[src/assert_macros.svh]
// ----------------------------------------------------------------------------
// assertion macros
// concurrent assertion wrappers, compiled out when NO_ASSERTIONS is set
// ----------------------------------------------------------------------------
`ifndef ASSERT_MACROS_SVH
`define ASSERT_MACROS_SVH
`ifndef NO_ASSERTIONS
`define AMGC_ASSERT(lbl, clk, rst, prop, msg) \
  lbl: assert property (@(posedge clk) disable iff (rst) prop) else $error(msg);
`define AMGC_ASSERT_NR(lbl, clk, prop, msg) \
  lbl: assert property (@(posedge clk) prop) else $error(msg);
`else
`define AMGC_ASSERT(lbl, clk, rst, prop, msg)
`define AMGC_ASSERT_NR(lbl, clk, prop, msg)
`endif
`endif

[src/amgc_queue.sv]
// ----------------------------------------------------------------------------
// amgc_queue
// small register queue with push/full and pop/empty sides
// ----------------------------------------------------------------------------
module amgc_queue #(
  parameter int WIDTH = 8,
  parameter int DEPTH = 2
) (
  input  logic             clk,
  input  logic             rst,
  input  logic             push,
  input  logic [WIDTH-1:0] wdata,
  output logic             full,
  input  logic             pop,
  output logic [WIDTH-1:0] rdata,
  output logic             empty
);

  localparam int PTR_W = (DEPTH > 1) ? $clog2(DEPTH) : 1;
  localparam int CNT_QW = $clog2(DEPTH + 1);

  logic [WIDTH-1:0] slots [DEPTH];
  logic [PTR_W-1:0] wr_ptr;
  logic [PTR_W-1:0] rd_ptr;
  logic [CNT_QW-1:0] count;
  logic do_push;
  logic do_pop;

  assign full = (count == CNT_QW'(DEPTH));
  assign empty = (count == '0);
  assign do_push = push && !full;
  assign do_pop = pop && !empty;
  assign rdata = slots[rd_ptr];

  always_ff @(posedge clk) begin
    if (rst) begin
      wr_ptr <= '0;
      rd_ptr <= '0;
      count <= '0;
    end else begin
      if (do_push) begin
        wr_ptr <= (wr_ptr == PTR_W'(DEPTH - 1)) ? '0 : wr_ptr + PTR_W'(1);
      end
      if (do_pop) begin
        rd_ptr <= (rd_ptr == PTR_W'(DEPTH - 1)) ? '0 : rd_ptr + PTR_W'(1);
      end
      if (do_push && !do_pop) begin
        count <= count + CNT_QW'(1);
      end else if (do_pop && !do_push) begin
        count <= count - CNT_QW'(1);
      end
    end
  end

  always_ff @(posedge clk) begin
    if (do_push) begin
      slots[wr_ptr] <= wdata;
    end
  end

endmodule

[config.mk]
export PLATFORM = sky130hd
export DESIGN_NAME = amgc_queue
export DESIGN_NICKNAME = d
export VERILOG_FILES = /design/src/assert_macros.svh /design/src/amgc_queue.sv
export SDC_FILE = /design/constraint.sdc
export NUM_CORES = 1
export LEC_CHECK = 0
export BUFFER_PORTS_ARGS = -buffer_cell sky130_fd_sc_hd__clkbuf_2
export CORE_UTILIZATION = 52
export CTS_CLUSTER_SIZE = 10
export DETAILED_ROUTE_END_ITERATION = 8
export PLACE_DENSITY = 0.75
export SLEW_MARGIN = 20
export SYNTH_ARGS = -nofsm -noshare
export SYNTH_HDL_FRONTEND = slang
export SYNTH_SLANG_ARGS = --single-unit
[constraint.sdc]
create_clock -name clk -period 2.9 [get_ports clk]
set_input_delay 0.29 -clock clk [delete_from_list [all_inputs] [get_ports clk]]
set_output_delay 0.29 -clock clk [all_outputs]
set_load 0.01 [all_outputs]
**Yosys cells after proc, flatten, opt, wreduce, memory -nomap -nowiden**

Memory sizes are Yosys's and may differ from the RTL's. A register that Yosys moved wholly into a read port is not among the register bits.
Index checks and enable logic that the tools add are counted.

- Word-level logic and storage cells: 27
- Input bits: 12
- Memories kept: 1
- Bits in read-only memories: 0
- Memory bits (writable): 16
- Bits in latches: 0
- Bits in registers: 4

Memory list:

| name | depth | width | rd ports | clocked after Yosys merged registers in | wr ports | line | RTL |
|---|---|---|---|---|---|---|---|
| slots | 2 | 8 | 1 | 1 | 1 | amgc_queue.sv:22 | `logic [WIDTH-1:0] slots [DEPTH];` |

- Shifts and indexed selects: 0
- Reduce and logical (&&, ||, !) cells: 10
- Add/subtract/negate cells: 4
- Multiply operators: 0
- Bitwise logic cells: 0
- Multiplexer cells: 8
- Divide/modulo/power cells: 0
- Equality and inequality tests: 1
- Order comparisons: 0

Operators with widths:

| kind | number |
|---|---|
| $mux W1 | 6 |
| $logic_and A1 B1 Y1 | 4 |
| $logic_not A1 Y1 | 4 |
| $mux W2 | 2 |
| $add A1 B1 Y1 const B | 2 |
| $add A2 B1 Y2 const B | 1 |
| $eq A2 B2 Y1 const B | 1 |
| $logic_not A2 Y1 | 1 |
| $reduce_bool A2 Y1 | 1 |
| $sub A2 B1 Y2 const B | 1 |

**Logic depth before layout (Yosys ltp)**

- Depth in word-level cells: 7
- Depth in mapped cells: 6
- Depth with buffers taken out: 6

**Least setup slack after synthesis**

Ideal clock, no wire load.

- Path kind: reg2reg
- Start point: reg count[1]
- End point: reg count[1]
- Stages on the path, launching flop included: 6
- Clock period less this slack: 1.492 ns
- Arrival time: 1.422 ns
- Required time: 2.830 ns
- Buffers on the path: 0
- Slack: 1.408 ns
- Setup time: 0.070 ns
- Cells stage by stage: dfxtp_1 -> nor2b_2 -> nor2_1 -> ha_1 -> or3_1 -> a21oi_1

- Cells in the longest elaborated chain, start to end: 6
- Elaborated cells between the ends (all ways): 15
- Those cells by class: add/sub: 2; eq/ne: 1; mux: 2; reduce/logical: 10

RTL lines:

| what | line | RTL |
|---|---|---|
| from (decl) | amgc_queue.sv:25 | `logic [CNT_QW-1:0] count;` |
| from (signal assigned) | amgc_queue.sv:48 | `count <= count + CNT_QW'(1);` |
| from (signal assigned) | amgc_queue.sv:50 | `count <= count - CNT_QW'(1);` |
| $eq A2 B2 Y1 (*) | amgc_queue.sv:29 | `assign full = (count == CNT_QW'(DEPTH));` |
| via full | amgc_queue.sv:13 | `output logic full,` |
| $logic_not A1 Y1 (*) | amgc_queue.sv:31 | `assign do_push = push && !full;` |
| $logic_and A1 B1 Y1 (*) | amgc_queue.sv:31 |  |
| $logic_not A1 Y1 | amgc_queue.sv:49 | `end else if (do_pop && !do_push) begin` |
| $logic_and A1 B1 Y1 | amgc_queue.sv:49 |  |
| $reduce_bool A2 Y1 (no source line) | -- |  |

Mark *: on every way through the listed nets, which the timed path passes. The rest lies on a longest branch. The select of a mux whose other input is x is not followed.
A chain may end at the register's enable or synchronous reset.

==> results.json <==
{
  "min_period_ps": 1650,
  "setup_tns_ps": 0,
  "busiest_layer": "met2",
  "die_w_um": 41.1,
  "path_class": "register to output pin",
  "dpl.hpwl_um": 922,
  "netlist_instances": 50,
  "p_leak_nw": 0.382,
  "fin_crit_sh_pct": 56.8,
  "powerDensity_mw_per_mm2": 852,
  "cts.repair.resized": 0,
  "place_congestion": 0.626,
  "die-area_sq_mm": 0.00169,
  "use_met1_pct": 21.1,
  "ant_nets": 0,
  "chipHeight_um": 41.1,
  "final_common_cell": "clkbuf_2",
  "multi_input_area_sq_um": 200,
  "clock-skew-final_ps": 3.78,
  "mostFrequentLayoutCells": "clkbuf_2 (21), edfxtp_1 (16), mux2_2 (8), nor2_1 (5), dfxtp_1 (5)",
  "vias": 475,
  "cp-end-kind": "output pin",
  "drive_gt1_share_pct": 44.6,
  "via_per_inst": 5.34,
  "postSynthAreaPerCell_sq_um": 15.9,
  "power_w": 0.000800,
  "slew_viol_final": 0,
  "crit_required_ps": 2610,
  "place_area_sq_um": 912,
  "drtPass1Iterations": 5,
  "clockBufferDepth": 2,
  "regArea_sq_um": 581,
  "r2r_end": "count[1]$_SDFFE_PP0P_",
  "hold_viol": 0,
  "globalRouteTotalUtil_pct": 17.0,
  "final_nets": 88,
  "antenna_found_initial": 0,
  "crit_path_start_kind": "register",
  "synth_seq_cells": 21,
  "r2r-start": "count[0]$_SDFFE_PP0P_",
  "tritoncts": "built",
  "htree_levels": 1,
  "worst_skew_pair.late_latency_ps": 290,
  "worst_slack_ps": 1250,
  "core-area_sq_mm": 0.00137,
  "numClockSinks": 21,
  "drc_errors": 0,
  "portBuffers": 21,
  "wl_per_cell_um": 14.4,
  "syn_area_sq_um": 793,
  "status": "complete, no violations",
  "use_met2_pct": 28.5,
  "ir_drop_mv": 0.540,
  "ys_warn_count": 0,
  "nFillCells": 102,
  "wl_mm": 1.29,
  "hold_buffers": 0,
  "worstMarginPinSlew_ps": 384,
  "r2r_slack_ps": 1280,
  "synthDistinctLibCells": 13,
  "area_growth_pct": 18.3,
  "rsz0062_at_grt": "no",
  "gr-total-overflow": 0,
  "clk_pin_slew_ps": 110,
  "critPathArrivalTime_ps": 1360,
  "grt_max_degree": 12,
  "r2r_cells": 4,
  "grt_pass1_vias": 423,
  "seq_area_frac_synth_pct": 73.2,
  "report.final.setup_viol": 0,
  "hold_class": "input pin to register",
  "post-route-cell-area_sq_um": 938,
  "synth_nets": 63,
  "cts-root-buf": "clkbuf_4",
  "initialDrtViolationCount": 11,
  "grt_pass1_wl_mm": 1.74,
  "num_rows": 13,
  "initial_utilization_pct": 58.1,
  "dp_slack_ps": 1350,
  "cap_violations": 0,
  "antenna_cells": 0,
  "hold_ws_ps": 175,
  "crit_fanout": 8,
  "cts_setup_buffers": 0,
  "max-slew-margin-rel_pct": 74.4,
  "grtUsageMet3_pct": 4.89,
  "num_io_pins": 22,
  "fmax_ghz": 0.607,
  "cts_buffers": 3,
  "crit_end": "rdata[7]"
}
==> state kept, by name, indices dropped and copies added (netlist names), named ones only <==
name / cells
wr_ptr: 1
rd_ptr: 1
count: 2
slots: 16
==> per-stage QoR <==
stage | std cells | utilization [%]
3_3_place_gp | 85 | 66.8
6_report | 89 | 68.7
5_1_grt | 89 | 68.7
3_5_place_dp | 85 | 66.8
2_1_floorplan | 50 | -
4_1_cts | 89 | 68.7
==> final cells by class <==
cell class                      count  area share, %
Timing Repair Buffer               21           11.2
Clock buffer                        4           2.80
Sequential cell                    21           61.9
Inverter                            2          0.800
Multi-Input combinational cell     26           21.3
Tap cell                           15           2.00
==> Yosys cell counts <==
master | instances | area [sq um]
and2_1 | 1 | 6.26
buf_2 | 1 | 5.00
o21ai_0 | 3 | 15.0
or3_1 | 2 | 12.5
inv_1 | 2 | 7.51
nor2b_2 | 1 | 8.76
a21oi_1 | 2 | 10.0
mux2_2 | 8 | 90.1
ha_1 | 1 | 12.5
edfxtp_1 | 16 | 480
dfxtp_1 | 5 | 100
xor2_1 | 3 | 26.3
nor2_1 | 5 | 18.8
==> critical path, cell delays in order, from the launching register on <==
cell      delay [ps]
dfxtp_1          550
mux2_2           380
clkbuf_2         130
==> worst min path at each step <==
stage,from,end,slack [ps],cells after the start
2_1_floorplan,rst,count[1]$_SDFFE_PP0P_,360,1
3_3_place_gp,wr_ptr$_SDFFE_PP0N_,wr_ptr$_SDFFE_PP0N_,480,2
3_5_place_dp,wdata[0],slots[0][0]$_DFFE_PP_,490,1
4_1_cts,wdata[0],slots[0][0]$_DFFE_PP_,180,1
5_1_grt,wdata[0],slots[0][0]$_DFFE_PP_,170,1
6_report,wdata[0],slots[0][0]$_DFFE_PP_,170,1
==> power breakdown <==
group | switching, W | total [W] | internal (W)
combinational | 0.000123 | 0.000240 | 0.000117
clock | 0.0000812 | 0.000135 | 0.0000535
sequential | 0.0000410 | 0.000425 | 0.000384
total | 0.000245 | 0.000800 | 0.000555
==> per-layer routing <==
metal | wire [um] | part of all wire [%]
met5 | 0 | 0
met4 | 0 | 0
met3 | 48 | 3.7
met2 | 671 | 52
met1 | 565 | 44
==> kinds of logic (layout without fill, tap and decap cells) <==
kind of cell               count (synthesis)  in the layout  share of synthesized area, %
buffers and inverters                      3             27                          1.58
adders and majority gates                  1              1                          1.58
muxes                                      8              8                          11.4
and+or+nand+nor                            9              9                          5.84
DFF                                       21             21                          73.2
AOI/OAI and AO/OA                          5              5                          3.15
xor gates and xnor gates                   3              3                          3.31
No activity file was read; power rests on OpenSTA's default activity.
