`src/assert_macros.svh`:
```
// ----------------------------------------------------------------------------
// assertion macros
// concurrent assertion wrappers, compiled out when NO_ASSERTIONS is set
// ----------------------------------------------------------------------------
`ifndef ASSERT_MACROS_SVH
`define ASSERT_MACROS_SVH
`ifndef NO_ASSERTIONS
`define AMGC_ASSERT(lbl, clk, rst, prop, msg) \
  lbl: assert property (@(posedge clk) disable iff (rst) prop) else $error(msg);
`define AMGC_ASSERT_NR(lbl, clk, prop, msg) \
  lbl: assert property (@(posedge clk) prop) else $error(msg);
`else
`define AMGC_ASSERT(lbl, clk, rst, prop, msg)
`define AMGC_ASSERT_NR(lbl, clk, prop, msg)
`endif
`endif

```
`src/amgc_pkg.sv`:
```
// ----------------------------------------------------------------------------
// amgc_pkg
// shared types and codes of the adjacency matrix graph engine
// ----------------------------------------------------------------------------
package amgc_pkg;

  localparam int MAX_VERTICES_DEF = 64;
  localparam int VTX_W = 6;
  localparam int CNT_W = 7;
  localparam int OP_W = 3;
  localparam int ST_W = 2;
  localparam int QUEUE_DEPTH = 2;

  localparam logic [CNT_W-1:0] VCOUNT_RESET = 7'd64;

  localparam logic [OP_W-1:0] OP_ADD = 3'd0;
  localparam logic [OP_W-1:0] OP_REMOVE = 3'd1;
  localparam logic [OP_W-1:0] OP_TEST = 3'd2;
  localparam logic [OP_W-1:0] OP_LIST_OUT = 3'd3;
  localparam logic [OP_W-1:0] OP_LIST_IN = 3'd4;
  localparam logic [OP_W-1:0] OP_COMPLETE = 3'd5;

  localparam logic [ST_W-1:0] ST_INVALID = 2'd0;
  localparam logic [ST_W-1:0] ST_NO = 2'd1;
  localparam logic [ST_W-1:0] ST_YES = 2'd2;

  typedef enum logic [2:0] {
    K_INSTANT,
    K_ADD,
    K_REMOVE,
    K_TEST,
    K_LIST_OUT,
    K_LIST_IN,
    K_COMPLETE
  } cmd_kind_t;

  typedef struct packed {
    cmd_kind_t kind;
    logic [ST_W-1:0] status;
    logic [VTX_W-1:0] src;
    logic [VTX_W-1:0] dst;
    logic [CNT_W-1:0] count;
  } cmd_t;

  typedef struct packed {
    logic [ST_W-1:0] status;
    logic [VTX_W-1:0] neighbour;
    logic last;
  } result_t;

  typedef enum logic [2:0] {
    B_IDLE,
    B_EDGE,
    B_LOAD,
    B_SCAN,
    B_COMPLETE,
    B_FLUSH
  } back_state_t;

endpackage

```
`src/amgc_queue.sv`:
```
// ----------------------------------------------------------------------------
// amgc_queue
// small register queue with push/full and pop/empty sides
// ----------------------------------------------------------------------------
module amgc_queue #(
  parameter int WIDTH = 8,
  parameter int DEPTH = 2
) (
  input  logic             clk,
  input  logic             rst,
  input  logic             push,
  input  logic [WIDTH-1:0] wdata,
  output logic             full,
  input  logic             pop,
  output logic [WIDTH-1:0] rdata,
  output logic             empty
);

  localparam int PTR_W = (DEPTH > 1) ? $clog2(DEPTH) : 1;
  localparam int CNT_QW = $clog2(DEPTH + 1);

  logic [WIDTH-1:0] slots [DEPTH];
  logic [PTR_W-1:0] wr_ptr;
  logic [PTR_W-1:0] rd_ptr;
  logic [CNT_QW-1:0] count;
  logic do_push;
  logic do_pop;

  assign full = (count == CNT_QW'(DEPTH));
  assign empty = (count == '0);
  assign do_push = push && !full;
  assign do_pop = pop && !empty;
  assign rdata = slots[rd_ptr];

  always_ff @(posedge clk) begin
    if (rst) begin
      wr_ptr <= '0;
      rd_ptr <= '0;
      count <= '0;
    end else begin
      if (do_push) begin
        wr_ptr <= (wr_ptr == PTR_W'(DEPTH - 1)) ? '0 : wr_ptr + PTR_W'(1);
      end
      if (do_pop) begin
        rd_ptr <= (rd_ptr == PTR_W'(DEPTH - 1)) ? '0 : rd_ptr + PTR_W'(1);
      end
      if (do_push && !do_pop) begin
        count <= count + CNT_QW'(1);
      end else if (do_pop && !do_push) begin
        count <= count - CNT_QW'(1);
      end
    end
  end

  always_ff @(posedge clk) begin
    if (do_push) begin
      slots[wr_ptr] <= wdata;
    end
  end

endmodule

```
`src/amgc_front.sv`:
```
// ----------------------------------------------------------------------------
// amgc_front
// accepts operations, checks vertex bounds and queues classified commands
// ----------------------------------------------------------------------------
module amgc_front #(
  parameter int MAX_VERTICES = amgc_pkg::MAX_VERTICES_DEF
) (
  input  logic                        clk,
  input  logic                        rst,
  input  logic                        push,
  input  logic [amgc_pkg::OP_W-1:0]   op,
  input  logic [amgc_pkg::VTX_W-1:0]  source_vertex,
  input  logic [amgc_pkg::VTX_W-1:0]  dest_vertex,
  input  logic [amgc_pkg::CNT_W-1:0]  vertex_count,
  output logic                        full,
  output logic                        cmd_valid,
  output amgc_pkg::cmd_t              cmd,
  input  logic                        cmd_pop
);

  import amgc_pkg::*;

  logic [CNT_W-1:0] eff_count;
  logic src_ok;
  logic dst_ok;
  cmd_t cmd_in;
  logic [$bits(cmd_t)-1:0] cmd_raw;
  logic cmdq_empty;

  assign eff_count = (vertex_count > CNT_W'(MAX_VERTICES)) ? CNT_W'(MAX_VERTICES)
                                                           : vertex_count;
  assign src_ok = ({1'b0, source_vertex} < eff_count);
  assign dst_ok = ({1'b0, dest_vertex} < eff_count);

  always_comb begin
    cmd_in.kind = K_INSTANT;
    cmd_in.status = ST_INVALID;
    cmd_in.src = source_vertex;
    cmd_in.dst = dest_vertex;
    cmd_in.count = eff_count;
    case (op)
      OP_ADD: begin
        if (src_ok && dst_ok) begin
          cmd_in.kind = K_ADD;
        end
      end
      OP_REMOVE: begin
        if (src_ok && dst_ok) begin
          cmd_in.kind = K_REMOVE;
        end
      end
      OP_TEST: begin
        if (src_ok && dst_ok) begin
          cmd_in.kind = K_TEST;
        end
      end
      OP_LIST_OUT: begin
        if (src_ok) begin
          cmd_in.kind = K_LIST_OUT;
        end
      end
      OP_LIST_IN: begin
        if (src_ok) begin
          cmd_in.kind = K_LIST_IN;
        end
      end
      OP_COMPLETE: begin
        // empty graph is complete without a scan
        if (eff_count == '0) begin
          cmd_in.status = ST_YES;
        end else begin
          cmd_in.kind = K_COMPLETE;
        end
      end
      default: begin
        cmd_in.kind = K_INSTANT;
      end
    endcase
  end

  amgc_queue #(
    .WIDTH($bits(cmd_t)),
    .DEPTH(QUEUE_DEPTH)
  ) u_cmd_queue (
    .clk  (clk),
    .rst  (rst),
    .push (push),
    .wdata(cmd_in),
    .full (full),
    .pop  (cmd_pop),
    .rdata(cmd_raw),
    .empty(cmdq_empty)
  );

  assign cmd = cmd_t'(cmd_raw);
  assign cmd_valid = !cmdq_empty;

endmodule

```
`config.mk`:
```
export PLATFORM = sky130hd
export DESIGN_NAME = amgc_front
export DESIGN_NICKNAME = d
export VERILOG_FILES = /design/src/assert_macros.svh /design/src/amgc_pkg.sv /design/src/amgc_queue.sv /design/src/amgc_front.sv
export SDC_FILE = /design/constraint.sdc
export NUM_CORES = 1
export LEC_CHECK = 0
export BUFFER_PORTS_ARGS = -buffer_cell sky130_fd_sc_hd__buf_2
export CELL_PAD_IN_SITES_DETAIL_PLACEMENT = 0
export CELL_PAD_IN_SITES_GLOBAL_PLACEMENT = 1
export CORE_UTILIZATION = 43
export CTS_CLUSTER_DIAMETER = 40
export DETAILED_ROUTE_END_ITERATION = 6
export PLACE_DENSITY_LB_ADDON = 0.1
export SLEW_MARGIN = 30
export SYNTH_ARGS = -nofsm -noshare
export SYNTH_HDL_FRONTEND = slang
export SYNTH_SLANG_ARGS = --single-unit
```
`constraint.sdc`:
```
create_clock -name clk -period 2.65 [get_ports clk]
set_input_delay 0.3975 -clock clk [delete_from_list [all_inputs] [get_ports clk]]
set_output_delay 0.3975 -clock clk [all_outputs]
set_load 0.05 [all_outputs]
```
# Yosys cells after proc, flatten, opt, wreduce, memory -nomap -nowiden
# Memory sizes are Yosys's and may differ from the RTL's. A register that Yosys moved wholly into a read port is not among the register bits.
# Cells that the tools add are included.
dict set report totals {
  n_memories 1
  register_bits 4
  mem_bits_rw 48
  elab_cells 48
}
dict set report op_classes {
  muxes 18
  eq_ne 6
  n_reduce_logical 13
  add_sub_neg 4
  order_cmp 3
}
# name words word_bits rd rd_clocked_by_memory_dff write_ports line_no
set mem_list {}
lappend mem_list {u_cmd_queue.slots 2 24 1 1 1 amgc_queue.sv:22} ;# logic [WIDTH-1:0] slots [DEPTH];
# cell n
set op_table {}
lappend op_table {{3-bit case mux with 6 select lines} 1}
lappend op_table {{6-bit by 7-bit < comparator with 1-bit output} 2}
lappend op_table {{2-bit two-way mux} 6}
lappend op_table {{3-bit two-way mux} 3}
lappend op_table {{7-bit greater-than comparator, second input constant} 1}
lappend op_table {{7-bit logical NOT} 1}
lappend op_table {{1-bit two-way mux} 7}
lappend op_table {{7-bit two-way mux} 1}
lappend op_table {{3-bit by 2-bit equality test with 1-bit output, second input constant} 2}
lappend op_table {{3-bit equality test, second input constant} 2}
lappend op_table {{1-bit logical AND} 5}
lappend op_table {{1-bit logical NOT} 4}
lappend op_table {{3-bit by 1-bit equality test with 1-bit output, second input constant} 1}
lappend op_table {{3-bit logical NOT} 1}
lappend op_table {{1-bit adder, second input constant} 2}
lappend op_table {{2-bit by 1-bit adder with 2-bit output, second input constant} 1}
lappend op_table {{2-bit equality test, second input constant} 1}
lappend op_table {{2-bit logical NOT} 1}
lappend op_table {{2-bit nonzero test} 1}
lappend op_table {{2-bit by 1-bit subtractor with 2-bit output, second input constant} 1}

# Longest topological paths before layout
# Gate-level depths: netlist of the first run.
dict set report logic_depth {
  depth_word 7
  depth_mapped 8
  depth_no_buf 7
}

# Modules after synthesis
# From an unflattened synthesis of the first run, not the netlist that was laid out.
dict set report unflattened {
  hier_cells 166
  hier_area_um2 2398.6
}
# mod area_per_inst_um2 cells_per_inst n_inst
set by_module_without_submodules {}
lappend by_module_without_submodules {amgc_queue 1944.4 100 1}
lappend by_module_without_submodules {amgc_front 454.2 66 1}

# Worst setup path after synthesis of the first run
# Ideal clock, no wire load.
dict set report synth_timing {
  kind {flip-flop to flip-flop}
  from {register u_cmd_queue.count[0]}
  to {memory u_cmd_queue.slots[0][0] (netlist name), enable pin}
  setup_slack_ns 0.660
  path_buffers 0
  required_ns 2.247
  t_arrival_ns 1.588
  synth_period_minus_slack_ns 1.990
  stages_incl_launch_ff 4
  setup_ns 0.403
  path_cell_list {dfxtp_1 -> nand2b_1 -> nand2_1 -> nor2_1}
}
dict set report synth_between {
  elab_chain_len 5
}
# item line_no
set synth_rtl {}
lappend synth_rtl {{start, declared} amgc_queue.sv:25} ;# logic [CNT_QW-1:0] count;
lappend synth_rtl {{start signal, assigned} amgc_queue.sv:48} ;# count <= count + CNT_QW'(1);
lappend synth_rtl {{start signal, assigned} amgc_queue.sv:50} ;# count <= count - CNT_QW'(1);
lappend synth_rtl {{2-bit equality test} amgc_queue.sv:29} ;# assign full = (count == CNT_QW'(DEPTH));
lappend synth_rtl {{1-bit logical NOT} amgc_queue.sv:31} ;# assign do_push = push && !full;
lappend synth_rtl {{1-bit logical AND} amgc_queue.sv:31}
lappend synth_rtl {{1-bit two-way mux} amgc_queue.sv:56} ;# if (do_push) begin
lappend synth_rtl {{1-bit two-way mux (not written as such)} amgc_queue.sv:57} ;# slots[wr_ptr] <= wdata;
lappend synth_rtl {{end, declared} amgc_queue.sv:22}
# No other way between the ends.

==> impl_metrics.csv, run 1 <==
group,metric,value,unit
place,place_hpwl,3.051,mm
die,core_area,5172,sq um
clocking,clock-root-buffer,"clkbuf_8",
worst_setup_path,start_kind,"primary input",
routing,ant_nets,0,
worst_setup_path,r2r-start,"u_cmd_queue.count[0]$_SDFFE_PP0P_",
routing,drt_iter0_drc,68,
synthesis,postSynthCellCount,164,
clocking,cts_tree,"done",
die,rows,26,
finish,finalNetCount,258,
place,place_ws,0.4433,ns
clocking,cts_setup_buffers,0,
clocking,cts_sinks,51,
worst_setup_path,crit_top_cell,"nand2_1",
place,place_congestion,0.9019,
pwr,peakVddDrop,0.4709,mV
sta,setup_viol,0,
place,place_area,2693,sq um
worst_setup_path,cp_num_buf_inv,1,
routing,vias,1466,
finish,fill_cells,445,
synthesis,yosys_warnings,0,
sta,finalCriticalPeriod,1.876,ns
worst_setup_path,reg2reg_slack,0.94,ns
hold_path,hold_path_depth,1,
sta,fin_ws,0.7744,ns
synthesis,synth_top_area_cell,"edfxtp_1",
global_route,grt_pass1_wl,6.127,mm
synthesis,synth_seq_cells,51,
synthesis,yosysTopAreaCellShare,59.07,%
routing,wl_per_cell,13.80,um
flow_run,max_cap_violations,0,
global_route,grt_remaining_overflow,0,
hold_path,hp-class,"in -> reg",
pwr,p_leak,0.001113,uW
sta,relSlewSlack,62.78,%
clocking,cts.path.max_buffers,2,
routing,first_pass_iters,4,
clocking,numCtsBuffers,5,
synthesis,synth.area.top_cells,"edfxtp_1 59%, mux2_2 11%, ha_1 5.9%, dfxtp_1 4.3%, nand2b_1 2.1%",
sta,finalHoldViolCount,0,
worst_setup_path,cp.depth,8,
clocking,clkLatencyLatePin,0.30,ns
sta,tns,0,ns
synthesis,syn_nets,201,
die,die_area,5737,sq um
worst_setup_path,critPathMaxStageDelay,0.34,ns
synthesis,synth_area_per_cell,14.26,sq um
worst_setup_path,path_max_fanout,14,
worst_setup_path,crit_chain,"buf_2 > nand2b_1 > ha_1 > a2111oi_0 > o21ai_1 > nand2_1 > nand2_1 > a21oi_1",
worst_setup_path,crit_path_end_kind,"flip-flop",
global_route,antenna_found_initial,0,
finish,final_common_cell,"buf_2",
place,portBuffers,50,
worst_setup_path,cp.required,2.79,ns
routing,viasPerCell,5.021,
die,num_io_pins,52,
worst_setup_path,cpLargestDelayFamily,"compound AO/OA/AOI/OAI gates",
global_route,grt_pass1_vias,1354,
clocking,cts_resized,0,
global_route,grt_max_degree,16,
sta,fin_skew,0.004018,ns
pwr,power_density,933.9,nW/um^2
worst_setup_path,r2r_cells,3,
worst_setup_path,crit_start,"vertex_count[6]",
sta,maxSlewViolCount,0,
status,status,"finished, final reports clean",
die,chipHeight,75.75,um
finish,mostFrequentLayoutCells,"50 x buf_2, 46 x edfxtp_1, 23 x mux2_2",
sta,fmax,0.5331,GHz
finish,drive_gt1_share,41.44,%
finish,antenna_cells,0,
worst_setup_path,path_class,"in -> reg",
worst_setup_path,crit_path_top_delay_cell,"ha_1",
synthesis,ys_seq_area_share,63.35,%
clocking,postCtsHoldBufs,0,
worst_setup_path,worstSetupEndpoint,"u_cmd_queue.slots[1][21]$_DFFE_PP_",
die,fp.dieW,75.75,um
global_route,grt_use_total,14.76,%
sta,tightest_slew,0.5583,ns
clocking,cts_htree_levels,2,
sta,rsz0062_at_grt,"false",
hold_path,worstHoldStart,"dest_vertex[3]",
synthesis,netlist_area,2338,sq um
sta,post-route-period-util,70.78,%
worst_setup_path,cp.arrival,2.02,ns
routing,drcViolationCount,0,
finish,syn_to_final_growth,18.73,%
die,start_util,45.21,%
clocking,path_clk_slew,0.09,ns
synthesis,synth.distinct_cells,35,
routing,drt_wl_total,4.030,mm
worst_setup_path,r2r-end,"u_cmd_queue.slots[1][11]$_DFFE_PP_",
finish,fin_area,2776,sq um
sta,timing.hold.ws,0.3027,ns
==> flip-flops by register name, indices dropped and copies added, names as in the netlist, named ones only <==
name	cells
u_cmd_queue.count	2
u_cmd_queue.wr_ptr	1
u_cmd_queue.rd_ptr	1
u_cmd_queue.slots	46
==> power by group <==
group / total, uW / switching, uW / internal (uW)
combinational: 1100 / 772 / 328
clock: 416 / 235 / 181
sequential: 1080 / 41.3 / 1030
==> Yosys cell counts <==
cell type,instances
or2_1,1
or4_4,1
o21ai_1,3
edfxtp_1,46
buf_1,1
nor2_1,8
nand2_1,9
nand4_1,2
ha_1,11
nor2b_1,5
buf_2,1
xor2_1,4
dfxtp_1,5
mux2_2,23
a211oi_1,2
o211ai_1,1
a41oi_1,1
nor4_4,1
nor2b_2,1
o21ai_0,3
inv_1,7
nand2b_1,8
o22ai_1,1
buf_4,1
or3_1,1
a21oi_1,4
clkbuf_1,2
inv_2,1
a2111oi_0,1
a32oi_1,1
nand4b_1,1
conb_1,1
nand3_1,3
and3_1,2
nor4b_2,1
==> stage by stage <==
step / util, % / power (uW) / cells
final: 53.68 / 2593 / 292
after detailed placement: 52.06 / 2208 / 284
after global routing: 53.68 / 2735 / 292
after global placement: 52.06 / 2186 / 284
after CTS: 53.68 / 2628 / 292
after floorplan: - / 1952 / 164
==> layer usage <==
layer / wire, um / GRT usage, % / up-vias
met5: 0 / 0 / -
li1: - / - / 720
met2: 2033 / 25.17 / 42
met1: 1742 / 17.47 / 697
met3: 176 / 4.365 / 7
met4: 78 / 5.967 / 0
==> how the worst min path moves through the flow <==
stage	slack (ns)	to
after floorplan	0.46	u_cmd_queue.count[1]$_SDFFE_PP0P_
after global placement	0.48	u_cmd_queue.count[1]$_SDFFE_PP0P_
after detailed placement	0.49	u_cmd_queue.count[1]$_SDFFE_PP0P_
after CTS	0.30	u_cmd_queue.slots[1][7]$_DFFE_PP_
after global routing	0.29	u_cmd_queue.slots[1][7]$_DFFE_PP_
final	0.30	u_cmd_queue.slots[0][10]$_DFFE_PP_
==> worst register-to-register path, delay by kind of cell, from the launching register on <==
family	cells	cell delay, ns
AND/OR/NAND/NOR	2	0.70
flip-flops	1	0.40
buffers and inverters	1	0.32
==> final cells by class <==
| class | count | area, sq um | share of cell area (%) |
|---|---|---|---|
| clock buffers | 5 | 68.82 | 2.479 |
| clock inverters | 3 | 15.01 | 0.5408 |
| inverters | 8 | 30.03 | 1.082 |
| multi-input cells | 100 | 805.8 | 29.02 |
| flip-flops and latches | 51 | 1481 | 53.36 |
| well taps | 70 | 87.58 | 3.155 |
| repair buffers | 55 | 287.8 | 10.37 |
==> kinds of logic (layout without fill, tap and decap cells) <==
family	Yosys count	in the layout	share of synthesized area [%]
flip-flops	51	51	63.35
AND/OR/NAND/NOR	44	44	11.24
multiplexers	23	23	11.08
AO/OA/AOI/OAI	17	17	4.494
buffers and inverters	13	71	2.301
adder cells (fa/ha/maj)	11	11	5.885
XOR/XNOR	4	4	1.498
other	1	1	0.1604
No activity file was read; power rests on OpenSTA's default activity.
==> run 2, diff against run 1 <==
==> constraint.sdc (replaced) <==
create_clock -name clk -period 1.9 [get_ports clk]
set_input_delay 0.285 -clock clk [delete_from_list [all_inputs] [get_ports clk]]
set_output_delay 0.285 -clock clk [all_outputs]
set_load 0.05 [all_outputs]
==> run 2 against run 1 <==
Clock-buffer cell count stayed put. Die area stayed put. Hold slack worse by 0.11 ns. Core utilization is 0.44 points higher. Via count is 0.95% lower. Combinational power is 41% higher. Wire length is 9.2% higher. Critical path type is now reg -> out. Critical endpoint is now cmd[6]. Largest power group unchanged. Highest routed layer unchanged.
==> impl_metrics.csv, run 2 (synthesis gave the netlist of run 1 again) <==
group,metric,value,unit
worst_setup_path,cp.required,1.62,ns
finish,regArea,1481,sq um
clocking,clkLatencyLatePin,0.29,ns
worst_setup_path,path_max_fanout,13,
global_route,grt_use_total,16.70,%
hold_path,min_to,"u_cmd_queue.slots[0][12]$_DFFE_PP_",
global_route,grt_pass1_wl,6.824,mm
worst_setup_path,path_class,"reg -> out",
routing,wl_per_cell,14.92,um
sta,fin_skew,0.005074,ns
routing,drcViolationCount,0,
finish,reg_top3,"u_cmd_queue.slots (46), u_cmd_queue.count (2)",
sta,rsz0062_at_grt,"false",
sta,timing.hold.ws,0.1908,ns
place,portBuffers,50,
die,core_area,5172,sq um
worst_setup_path,r2r-end,"u_cmd_queue.count[1]$_SDFFE_PP0P_",
clocking,cts.path.max_buffers,2,
finish,fin_area,2799,sq um
sta,finalCriticalPeriod,1.721,ns
global_route,antenna_found_initial,0,
worst_setup_path,cp.arrival,1.44,ns
clocking,cts_htree_levels,2,
place,place_hpwl,3.374,mm
die,fp.dieW,75.75,um
pwr,power_density,1299,nW/um^2
routing,drt_wl_total,4.402,mm
clocking,cts_sinks,51,
finish,finalNetCount,261,
finish,largest_register,"u_cmd_queue.slots",
pwr,seqPwrFrac,41.3,%
finish,multi_input_area,805.8,sq um
sta,finalHoldViolCount,0,
sta,post-route-period-util,90.59,%
die,start_util,45.21,%
die,die_area,5737,sq um
finish,syn_to_final_growth,19.69,%
finish,largest_reg_flops,46,
finish,drive_gt1_share,41.33,%
pwr,switching_share,40.62,%
global_route,grt_pass1_vias,1476,
status,status,"finished, final reports clean",
worst_setup_path,r2r-start,"u_cmd_queue.count[0]$_SDFFE_PP0P_",
pwr,p_clk_share,16.0,%
worst_setup_path,reg2reg_slack,0.29,ns
hold_path,hp-class,"in -> reg",
finish,final_common_cell,"buf_2",
routing,first_pass_iters,4,
worst_setup_path,crit_path_end_kind,"primary output",
finish,antenna_cells,0,
die,chipHeight,75.75,um
die,rows,26,
pwr,combPwrFrac,42.7,%
routing,ant_nets,0,
sta,maxSlewViolCount,0,
routing,viasPerCell,4.922,
pwr,peakVddDrop,0.7555,mV
pwr,p_sw,1477,uW
hold_path,worstHoldStart,"dest_vertex[5]",
place,place_area,2715,sq um
sta,fmax,0.5810,GHz
sta,setup_viol,0,
clocking,postCtsHoldBufs,0,
pwr,p_leak,0.001119,uW
die,num_io_pins,52,
finish,fin_cells,295,
routing,drt_iter0_drc,55,
clocking,path_clk_slew,0.09,ns
finish,fill_cells,436,
clocking,cts_setup_buffers,0,
clocking,cts_tree,"done",
clocking,cts_resized,0,
place,dp_cells,287,
flow_run,max_cap_violations,0,
global_route,grt_max_degree,16,
finish,mostFrequentLayoutCells,"50 x buf_2, 46 x edfxtp_1, 23 x mux2_2",
worst_setup_path,start_kind,"flip-flop",
pwr,intPower,2159,uW
clocking,numCtsBuffers,5,
global_route,grt_remaining_overflow,0,
place,place_congestion,0.9214,
worst_setup_path,r2r_cells,6,
routing,vias,1452,
hold_path,hold_path_depth,1,
clocking,clock-root-buffer,"clkbuf_8",
-- run 2: cell types whose count changed in the layout (fill, tap and decap cells not counted), sizes merged --
| cell | delta |
|---|---|
| buf | +3 |
| clkinv | -1 |
| clkinvlp | +1 |
-- run 2: stage by stage --
stage	util, %	TNS [ns]	setup WS [ns]	power [uW]
finish	54.11	0	0.1787	3636
global route	54.11	0	0.003044	3830
CTS	54.11	0	0.1505	3677
detailed placement	52.49	-0.4776	-0.1021	3097
global placement	52.49	0	0.003800	3063
floorplan	-	0	0.07112	2724
-- run 2: metal layers --
metal	share of wire, %	vias to the layer above	track usage [%]
li1	-	723	-
met1	43	686	18.88
met2	52	32	30.68
met3	2.9	11	2.910
met4	2.1	0	7.407
met5	0	-	0
-- run 2: worst max path at each step --
stage	start	end	depth (start not counted)
5_1_grt	vertex_count[6]	u_cmd_queue.slots[1][22]$_DFFE_PP_	8
3_3_place_gp	vertex_count[6]	u_cmd_queue.slots[0][23]$_DFFE_PP_	8
3_5_place_dp	vertex_count[6]	u_cmd_queue.slots[1][21]$_DFFE_PP_	8
4_1_cts	flip-flop	cmd[0]	3
2_1_floorplan	u_cmd_queue.count[0]$_SDFFE_PP0P_	u_cmd_queue.count[1]$_SDFFE_PP0P_	5
6_report	flip-flop	cmd[6]	3
-- run 2: layout make-up --
cell class,instances,share of cell area [%]
timing repair buffer,58,11.09
inverter,8,1.073
clock inverter,3,0.5364
sequential,51,52.93
multi-input combinational,100,28.79
tap,70,3.129
clock buffer,5,2.459
-- run 2: worst max-delay path, cell delays in order (launching register included) --
cell     delay, ns
dfxtp_1       0.35
buf_4         0.22
mux2_2        0.36
buf_2         0.21
-- run 2: power groups by stage --
stage	clock network [uW]	logic, uW	registers (uW)
after floorplan	0	1200	1520
after global placement	0	1550	1520
after detailed placement	0	1570	1530
after CTS	600	1570	1500
after global routing	641	1670	1520
final	581	1550	1500
